===== config.mk =====
export PLATFORM = sky130hd
export DESIGN_NAME = byte_count_to_si_text
export DESIGN_NICKNAME = d
export VERILOG_FILES = /design/src/hw/rtl/bcsi_pkg.sv /design/src/hw/rtl/bcsi_ctrl.sv /design/src/hw/rtl/bcsi_dpath.sv /design/src/hw/rtl/byte_count_to_si_text.sv
export SDC_FILE = /design/constraint.sdc
export NUM_CORES = 1
export LEC_CHECK = 0
export BUFFER_PORTS_ARGS = -buffer_cell sky130_fd_sc_hd__buf_2
export CAP_MARGIN = 10
export CORE_UTILIZATION = 59
export CTS_BUF_LIST = sky130_fd_sc_hd__clkbuf_4 sky130_fd_sc_hd__clkbuf_8
export CTS_CLUSTER_SIZE = 12
export DETAILED_ROUTE_END_ITERATION = 8
export GPL_ROUTABILITY_DRIVEN = 0
export HOLD_SLACK_MARGIN = 0.03
export PLACE_DENSITY = 0.79
export SETUP_SLACK_MARGIN = 0.2
export SLEW_MARGIN = 20
export SYNTH_ARGS = -nofsm -noshare
export SYNTH_HDL_FRONTEND = slang
export SYNTH_SLANG_ARGS = --single-unit
export TNS_END_PERCENT = 50

===== constraint.sdc =====
create_clock -name clk_i -period 19.4 [get_ports clk_i]
set_clock_uncertainty 0.05 [all_clocks]
set_input_delay 0 -clock clk_i [delete_from_list [all_inputs] [get_ports clk_i]]
set_output_delay 0 -clock clk_i [all_outputs]
set_load 0.02 [all_outputs]

===== src/hw/rtl/bcsi_pkg.sv =====
`timescale 1ns / 1ps
// ----------------------------------------------------------------------------
// bcsi_pkg
// Shared types and constants for the byte count to SI text formatter.
// ----------------------------------------------------------------------------
package bcsi_pkg;

  // Data widths.
  localparam int unsigned CountW   = 64;
  localparam int unsigned ResultW  = 56;
  localparam int unsigned StepBits = 8;
  localparam int unsigned StepCnt  = CountW / StepBits;
  localparam int unsigned StepCntW = $clog2(StepCnt);

  // Divisor of one scaling step.
  localparam logic [10:0] Thousand = 11'd1000;

  // ASCII codes used by the formatter.
  localparam logic [7:0] AsciiZero  = 8'h30;
  localparam logic [7:0] AsciiDot   = 8'h2E;
  localparam logic [7:0] AsciiSpace = 8'h20;
  localparam logic [7:0] AsciiB     = 8'h42;

  // Commands from the controller to the datapath.
  typedef struct packed {
    logic load;       // take a new byte count
    logic start_div;  // prepare a division by one thousand
    logic div_step;   // eight quotient bits of the division
    logic round;      // round and choose the text layout
    logic digits;     // split the integer part into decimal digits
    logic pack;       // build the characters into the output register
  } bcsi_cmd_t;

  // Status from the datapath to the controller.
  typedef struct packed {
    logic below_k;    // working value is below one thousand
    logic out_free;   // output register can take a result this cycle
  } bcsi_status_t;

  // SI prefix character for a scaling level; level zero is kilo.
  function automatic logic [7:0] prefix_char(input logic [2:0] level);
    logic [7:0] c;
    c = "k";
    case (level)
      3'd0:    c = "k";
      3'd1:    c = "M";
      3'd2:    c = "G";
      3'd3:    c = "T";
      3'd4:    c = "P";
      3'd5:    c = "E";
      3'd6:    c = "Z";
      default: c = "Y";
    endcase
    return c;
  endfunction

endpackage


===== src/hw/rtl/bcsi_ctrl.sv =====
`timescale 1ns / 1ps
// ----------------------------------------------------------------------------
// bcsi_ctrl
// Sequencer: scaling loop by one thousand, then rounding, digits and packing.
// ----------------------------------------------------------------------------
module bcsi_ctrl
  import bcsi_pkg::*;
(
  input  logic         clk_i,
  input  logic         rst_ni,
  input  logic         s_axis_tvalid,
  output logic         s_axis_tready,
  input  bcsi_status_t status_i,
  output bcsi_cmd_t    cmd_o
);

  typedef enum logic [2:0] {
    StIdle,
    StScan,
    StDiv,
    StRound,
    StDigit,
    StPack
  } state_e;

  state_e               state_q, state_d;
  logic [StepCntW-1:0]  cnt_q, cnt_d;

  // Next state and command decode.
  always_comb begin
    state_d       = state_q;
    cnt_d         = cnt_q;
    cmd_o         = '0;
    s_axis_tready = 1'b0;
    unique case (state_q)
      StIdle: begin
        s_axis_tready = 1'b1;
        if (s_axis_tvalid) begin
          cmd_o.load = 1'b1;
          state_d    = StScan;
        end
      end
      StScan: begin
        if (status_i.below_k) begin
          state_d = StRound;
        end else begin
          cmd_o.start_div = 1'b1;
          cnt_d           = '0;
          state_d         = StDiv;
        end
      end
      StDiv: begin
        cmd_o.div_step = 1'b1;
        cnt_d          = cnt_q + 1'b1;
        if (cnt_q == StepCntW'(StepCnt - 1)) begin
          state_d = StScan;
        end
      end
      StRound: begin
        cmd_o.round = 1'b1;
        state_d     = StDigit;
      end
      StDigit: begin
        cmd_o.digits = 1'b1;
        state_d      = StPack;
      end
      StPack: begin
        if (status_i.out_free) begin
          cmd_o.pack = 1'b1;
          state_d    = StIdle;
        end
      end
      default: begin
        state_d = StIdle;
      end
    endcase
  end

  // State and step counter.
  always_ff @(posedge clk_i or negedge rst_ni) begin
    if (!rst_ni) begin
      state_q <= StIdle;
      cnt_q   <= '0;
    end else begin
      state_q <= state_d;
      cnt_q   <= cnt_d;
    end
  end

endmodule


===== src/hw/rtl/bcsi_dpath.sv =====
`timescale 1ns / 1ps
// ----------------------------------------------------------------------------
// bcsi_dpath
// Datapath: radix-256 long division by one thousand, rounding, decimal
// digit split and character placement into the output register.
// ----------------------------------------------------------------------------
module bcsi_dpath
  import bcsi_pkg::*;
(
  input  logic               clk_i,
  input  logic               rst_ni,
  input  bcsi_cmd_t          cmd_i,
  output bcsi_status_t       status_o,
  input  logic [CountW-1:0]  count_i,
  input  logic               m_axis_tready,
  output logic               m_axis_tvalid,
  output logic [ResultW-1:0] m_axis_tdata
);

  // Scaling state.
  logic [CountW-1:0] work_q, work_d;
  logic [9:0]        rem_q, rem_d;
  logic              sticky_q;
  logic [2:0]        level_q;
  logic              scaled_q;

  // Layout chosen by rounding.
  logic [9:0] val_q, val_d;
  logic [3:0] frac_q, frac_d;
  logic       has_frac_q, has_frac_d;
  logic       has_pfx_q, has_pfx_d;
  logic [7:0] pfx_q, pfx_d;

  // Decimal digits of the integer part.
  logic [3:0] dig_h_q, dig_h_d;
  logic [3:0] dig_t_q, dig_t_d;
  logic [3:0] dig_o_q, dig_o_d;
  logic [1:0] ndig_q, ndig_d;

  // Output register.
  logic               out_valid_q;
  logic [ResultW-1:0] out_data_q, out_data_d;

  assign status_o.below_k  = (work_q < CountW'(Thousand));
  assign status_o.out_free = !out_valid_q || m_axis_tready;
  assign m_axis_tvalid     = out_valid_q;
  assign m_axis_tdata      = out_data_q;

  // One division step: eight restoring steps bring in the top byte.
  always_comb begin
    logic [10:0] part;
    logic [7:0]  qbyte;
    part  = {1'b0, rem_q};
    qbyte = '0;
    for (int i = 0; i < StepBits; i++) begin
      part = {part[9:0], work_q[CountW-1-i]};
      if (part >= Thousand) begin
        part                    = part - Thousand;
        qbyte[StepBits-1-i]     = 1'b1;
      end
    end
    rem_d  = part[9:0];
    work_d = {work_q[CountW-StepBits-1:0], qbyte};
  end

  // Rounding: half to even, exact ties broken upward by the sticky bit.
  always_comb begin
    logic [9:0]  n;
    logic [15:0] prod_m;
    logic [3:0]  m;
    logic [9:0]  rr_w;
    logic [6:0]  rr;
    logic        up_tenth;
    logic [4:0]  mi;
    logic        up_int;
    logic [10:0] nr;
    n        = work_q[9:0];
    prod_m   = {6'd0, rem_q} * 16'd41;
    m        = prod_m[15:12];
    rr_w     = rem_q - 10'(m) * 10'd100;
    rr       = rr_w[6:0];
    up_tenth = (rr > 7'd50) || ((rr == 7'd50) && (m[0] || sticky_q));
    mi       = {1'b0, m} + 5'(up_tenth);
    up_int   = (rem_q > 10'd500) || ((rem_q == 10'd500) && (n[0] || sticky_q));
    nr       = {1'b0, n} + 11'(up_int);

    val_d      = n;
    frac_d     = '0;
    has_frac_d = 1'b0;
    has_pfx_d  = 1'b0;
    pfx_d      = prefix_char(level_q);
    if (scaled_q) begin
      has_pfx_d = 1'b1;
      if (n < 10'd10) begin
        if (rem_q >= 10'd950) begin
          // Tenths roll over into the next whole unit.
          val_d      = n + 10'd1;
          has_frac_d = (n != 10'd9);
        end else begin
          has_frac_d = 1'b1;
          frac_d     = (mi == 5'd10) ? 4'd0 : mi[3:0];
        end
      end else if (nr >= 11'(Thousand)) begin
        // Three-digit carry moves to the next prefix as 1.0.
        val_d      = 10'd1;
        has_frac_d = 1'b1;
        pfx_d      = prefix_char(3'(level_q + 3'd1));
      end else begin
        val_d = nr[9:0];
      end
    end
  end

  // Decimal split of the integer part by reciprocal multiplication.
  always_comb begin
    logic [15:0] prod_h;
    logic [9:0]  tw;
    logic [6:0]  t;
    logic [13:0] prod_t;
    logic [6:0]  ow;
    prod_h  = {6'd0, val_q} * 16'd41;
    dig_h_d = prod_h[15:12];
    tw      = val_q - 10'(dig_h_d) * 10'd100;
    t       = tw[6:0];
    prod_t  = {7'd0, t} * 14'd103;
    dig_t_d = prod_t[13:10];
    ow      = t - 7'(dig_t_d) * 7'd10;
    dig_o_d = ow[3:0];
    if (val_q >= 10'd100) begin
      ndig_d = 2'd3;
    end else if (val_q >= 10'd10) begin
      ndig_d = 2'd2;
    end else begin
      ndig_d = 2'd1;
    end
  end

  // Character placement, left aligned, unused positions zero.
  always_comb begin
    logic [7:0] txt [6];
    logic [2:0] pos;
    for (int i = 0; i < 6; i++) begin
      txt[i] = '0;
    end
    pos = '0;
    if (ndig_q == 2'd3) begin
      txt[pos] = AsciiZero | {4'd0, dig_h_q};
      pos      = pos + 3'd1;
    end
    if (ndig_q != 2'd1) begin
      txt[pos] = AsciiZero | {4'd0, dig_t_q};
      pos      = pos + 3'd1;
    end
    txt[pos] = AsciiZero | {4'd0, dig_o_q};
    pos      = pos + 3'd1;
    if (has_frac_q) begin
      txt[pos] = AsciiDot;
      pos      = pos + 3'd1;
      txt[pos] = AsciiZero | {4'd0, frac_q};
      pos      = pos + 3'd1;
    end
    txt[pos] = AsciiSpace;
    pos      = pos + 3'd1;
    if (has_pfx_q) begin
      txt[pos] = pfx_q;
      pos      = pos + 3'd1;
    end
    txt[pos] = AsciiB;
    pos      = pos + 3'd1;
    out_data_d = {5'd0, pos, txt[5], txt[4], txt[3], txt[2], txt[1], txt[0]};
  end

  // Payload registers.
  always_ff @(posedge clk_i) begin
    if (cmd_i.load) begin
      work_q   <= count_i;
      rem_q    <= '0;
      sticky_q <= 1'b0;
      level_q  <= '0;
      scaled_q <= 1'b0;
    end
    if (cmd_i.start_div) begin
      // A further division means the previous remainder is a lower group.
      if (scaled_q) begin
        sticky_q <= sticky_q | (rem_q != '0);
        level_q  <= level_q + 3'd1;
      end
      rem_q    <= '0;
      scaled_q <= 1'b1;
    end
    if (cmd_i.div_step) begin
      work_q <= work_d;
      rem_q  <= rem_d;
    end
    if (cmd_i.round) begin
      val_q      <= val_d;
      frac_q     <= frac_d;
      has_frac_q <= has_frac_d;
      has_pfx_q  <= has_pfx_d;
      pfx_q      <= pfx_d;
    end
    if (cmd_i.digits) begin
      dig_h_q <= dig_h_d;
      dig_t_q <= dig_t_d;
      dig_o_q <= dig_o_d;
      ndig_q  <= ndig_d;
    end
    if (cmd_i.pack) begin
      out_data_q <= out_data_d;
    end
  end

  // Output valid flag.
  always_ff @(posedge clk_i or negedge rst_ni) begin
    if (!rst_ni) begin
      out_valid_q <= 1'b0;
    end else if (cmd_i.pack) begin
      out_valid_q <= 1'b1;
    end else if (m_axis_tready) begin
      out_valid_q <= 1'b0;
    end
  end

endmodule


===== src/hw/rtl/byte_count_to_si_text.sv =====
`timescale 1ns / 1ps
// ----------------------------------------------------------------------------
// byte_count_to_si_text
// Renders a 64-bit byte count as short SI text such as "512 B" or "9.8 MB".
// ----------------------------------------------------------------------------
// Each request is one unsigned 64-bit byte count and yields one result of six
// left-aligned ASCII characters (unused ones zero) and the text length. The
// block works on one request at a time. A count below one thousand passes
// through the scan, rounding, digit and packing steps; every division by one
// thousand adds a radix-256 long division, which brings in one byte of the
// count per cycle, and a test of the quotient. The largest counts need six
// divisions. A new request is accepted in the cycle after the result enters
// the output register, which holds it until it is taken.
module byte_count_to_si_text
  import bcsi_pkg::*;
(
  input  logic               clk_i,
  input  logic               rst_ni,
  input  logic               s_axis_tvalid,
  output logic               s_axis_tready,
  // [63:0] byte_count
  input  logic [CountW-1:0]  s_axis_tdata,
  output logic               m_axis_tvalid,
  input  logic               m_axis_tready,
  // [7:0] char_0, [15:8] char_1, [23:16] char_2, [31:24] char_3,
  // [39:32] char_4, [47:40] char_5, [50:48] text_length, [55:51] zero
  output logic [ResultW-1:0] m_axis_tdata
);

  bcsi_cmd_t    cmd;
  bcsi_status_t status;

  // Sequencer.
  bcsi_ctrl u_ctrl (
    .clk_i         (clk_i),
    .rst_ni        (rst_ni),
    .s_axis_tvalid (s_axis_tvalid),
    .s_axis_tready (s_axis_tready),
    .status_i      (status),
    .cmd_o         (cmd)
  );

  // Arithmetic and formatting.
  bcsi_dpath u_dpath (
    .clk_i         (clk_i),
    .rst_ni        (rst_ni),
    .cmd_i         (cmd),
    .status_o      (status),
    .count_i       (s_axis_tdata),
    .m_axis_tready (m_axis_tready),
    .m_axis_tvalid (m_axis_tvalid),
    .m_axis_tdata  (m_axis_tdata)
  );

endmodule

==> impl_results.md <==
- Status: completed
- CP max stage delay: 0.56 ns
- Vias in the first global route: 11300
- Final ANT Viol Nets: 0
- Pre-CTS setup slack: 9.52 ns
- Num rows: 55
- H-tree levels: 4
- Starting DRC count in detailed routing: 952
- Critical Path RT: 19.57 ns
- Max FO, Critical Path: 7
- Pre-antenna DRT Iters: 6
- Hold Crit Class: primary input to flip-flop
- Die ar.: 24200 sq um
- Mapped Cells: 1559
- Netlist cell types: 98
- Ys flop type: edfxtp_1
- Crit path top cell by count: inv_1
- Drt wl/cell: 16.6 um
- Seq/Total Area, Yosys: 35.5%
- CP startpoint kind: flip-flop
- Yosys warns: 0
- Overall routing resource usage: 28.3%
- Slew Limit Headroom: 31.1%
- RSZ-0062 raised after global routing: false
- Async SR Flop Fraction: 4.19%
- Clock transition at path regs: 0.09 ns
- Synth top area share: 33.5%
- Non-Filler Instances: 2025
- Clock buffer depth: 2
- Starting density of the core: 60.8%
- Top cells by area, synth: edfxtp_1 33%, ha_1 12%, nand2_1 7.8%
- Initial antenna violation count: 0
- DRC errors left: 0
- Top-count cell post-synth: nand2_1
- Slew Viols, Final: 0
- Io pins: 126
- Buffers inserted by post-CTS timing repair: 0
- Top cells by count, synth: 289 x nand2_1, 155 x edfxtp_1, 137 x ha_1
- Final setup fails: 0
- Static leakage: 6.94 nW
- Switching share of power: 22.1%
- Fmax: 101 MHz
- Vias per cell: 5.97
- Placed insts: 1925
- First-pass GRT wire length: 54.6 mm
- Hold_buf cts: 68
- Combinational share of power: 3.4%
- Tcrit/Tclk final: 50.9%
- DP HPWL: 23.7 mm
- Setup TNS Final: 0 ns
- Syn Std Cell Area: 13900 sq um
- Clk pwr share: 35.2%
- Die height: 155 um
- #FFs+latches synth: 167
- Flop pwr share: 61.4%
- Max cap viols: 0
- Grt total ovfl: 0
- CP arrival: 10.05 ns
- Routed WL: 33.7 mm
- Layout cells sized above 1: 11.5%
- Min cycle time layout: 9.88 ns
- Inserted Diodes: 0
- Critical-path top delay cell: fa_1
- Peak VDD IR: 0.0448 mV
- CTS resizes: 0
- Largest net degree at the start of global routing: 83
- Root buf cell: clkbuf_8
- Number of flops mapped to enable cells by yosys: 155
- Worst-margin pin slew: 1.03 ns
- Net switching power: 140 uW
- Int Power: 491 uW
- Sink Count: 167
- Critical path type: flip-flop to flip-flop
- CTS tree: yes
- Core area: 22800 sq um
- Mean Syn Cell Area: 8.91 sq um
- Largest area contributor in the netlist: edfxtp_1
- Area growth syn-to-layout: 12.3%
- CP Capture Type: flip-flop
- Routed via count: 12100
- CTS buffer count: 17
- Fillers: 1790
- Overall die width: 155 um
- Final setup margin: 9.52 ns
- Number of port buffers: 114
- P per Cell Area: 40.4 nW/um^2
- Final Hold Vio Count: 0
- Clk_lat worst skew: 0.47 ns
- Nets: 1923
- Post-route core utilization: 68.3%
layout by cell type (no fill, tap or decap), types with 11 or more instances in the layout:
master         instances
a211oi_1              16
a21o_1                25
a21oi_1               80
a22oi_1               17
and2_1                19
and3_1                12
buf_2                114
clkbuf_8              17
conb_1                11
dlygate4sd3_1         68
edfxtp_1             155
fa_1                  19
ha_1                 137
inv_1                108
mux2i_1               17
nand2_1              288
nand2b_1              18
nand3_1               33
nor2_1                92
nor2b_1               21
nor3_1                43
nor4_1                19
o211ai_1              15
o21ai_0               88
xnor2_1               44
xor2_1                12
layout make-up:
class	instances	area, sq um	area share, %
clock inverters	14	100	0.641
repair buffers	187	1290	8.26
clock buffers	18	241	1.55
flip-flops and latches	167	4930	31.6
inverters	110	413	2.64
well taps	313	392	2.51
multi-input cells	1216	8250	52.8
worst max-delay path: cells and delay by family (launching register included):
family | cells | cell delay [ns]
AND/OR/NAND/NOR | 4 | 0.29
XOR/XNOR | 8 | 1.50
adder cells (fa/ha/maj) | 12 | 4.37
AO/OA/AOI/OAI | 13 | 2.30
buffers and inverters | 10 | 0.59
flip-flops | 1 | 0.51
kinds of logic after synthesis:
kind of cell	synth area share (%)
and+or+nand+nor	20.2
AOI/OAI and AO/OA	17.6
buffers and inverters	5.56
DFF	35.5
adders and majority gates	15.4
xor gates and xnor gates	3.76
muxes	1.95
other	0.0270
final timing paths:
path | start | to | slack (ns) | cells after the start
worst max-delay path | u_dpath.val_q[3]$_DFFE_PN_ | u_dpath.dig_o_q[3]$_DFFE_PN_ | 9.52 | 47
worst min-delay path | s_axis_tdata[30] | u_dpath.work_q[30]$_DFFE_PP_ | 0.29 | 4
worst max register to register | u_dpath.val_q[3]$_DFFE_PN_ | u_dpath.dig_o_q[3]$_DFFE_PN_ | 9.52 | 47
worst min register to register | u_ctrl.cnt_q[0]$_DFFE_PN0P_ | u_ctrl.cnt_q[0]$_DFFE_PN0P_ | 0.46 | 1
max in group asynchronous | rst_ni | u_dpath.m_axis_tvalid$_DFFE_PN0P_ | 18.57 | 3
min in group asynchronous | rst_ni | u_ctrl.state_q[0]$_DFFE_PN0P_ | 0.46 | 3
sequential cells by signal, summed over array words and instances (netlist names), 2 cells and up:
name	count
u_dpath.dig_t_q	4
u_ctrl.cnt_q	3
u_dpath.m_axis_tdata	45
u_dpath.frac_q	4
u_ctrl.state_q	3
u_dpath.dig_o_q	4
u_dpath.val_q	10
u_dpath.dig_h_q	4
u_dpath.rem_q	10
u_dpath.level_q	3
u_dpath.ndig_q	2
u_dpath.work_q	64
u_dpath.pfx_q	6
power by group through the flow:
stage / Combinational [mW] / Clock [mW] / Sequential [mW]
5_1_grt: 0.0223 / 0.239 / 0.387
3_5_place_dp: 0.00953 / 0 / 0.395
2_1_floorplan: 0.00379 / 0 / 0.395
4_1_cts: 0.0198 / 0.224 / 0.387
3_3_place_gp: 0.00956 / 0 / 0.395
6_report: 0.0213 / 0.222 / 0.387
layer usage:
metal	vias to the layer above	routed length (um)	track usage, %
met3	66	2200	4.51
met4	0	820	9.48
li1	5866	-	-
met2	495	16200	47.8
met1	5668	14500	37.0
met5	-	0	0
stage by stage:
stage	hold slack (ns)	area, sq um	total power [mW]
after floorplan	-0.346	13900	0.399
after global placement	-0.208	14600	0.405
after detailed placement	-0.205	14600	0.405
after CTS	0.252	15600	0.631
after global routing	0.280	15600	0.648
final	0.288	15600	0.630
Power figures use the tool's default switching activity.
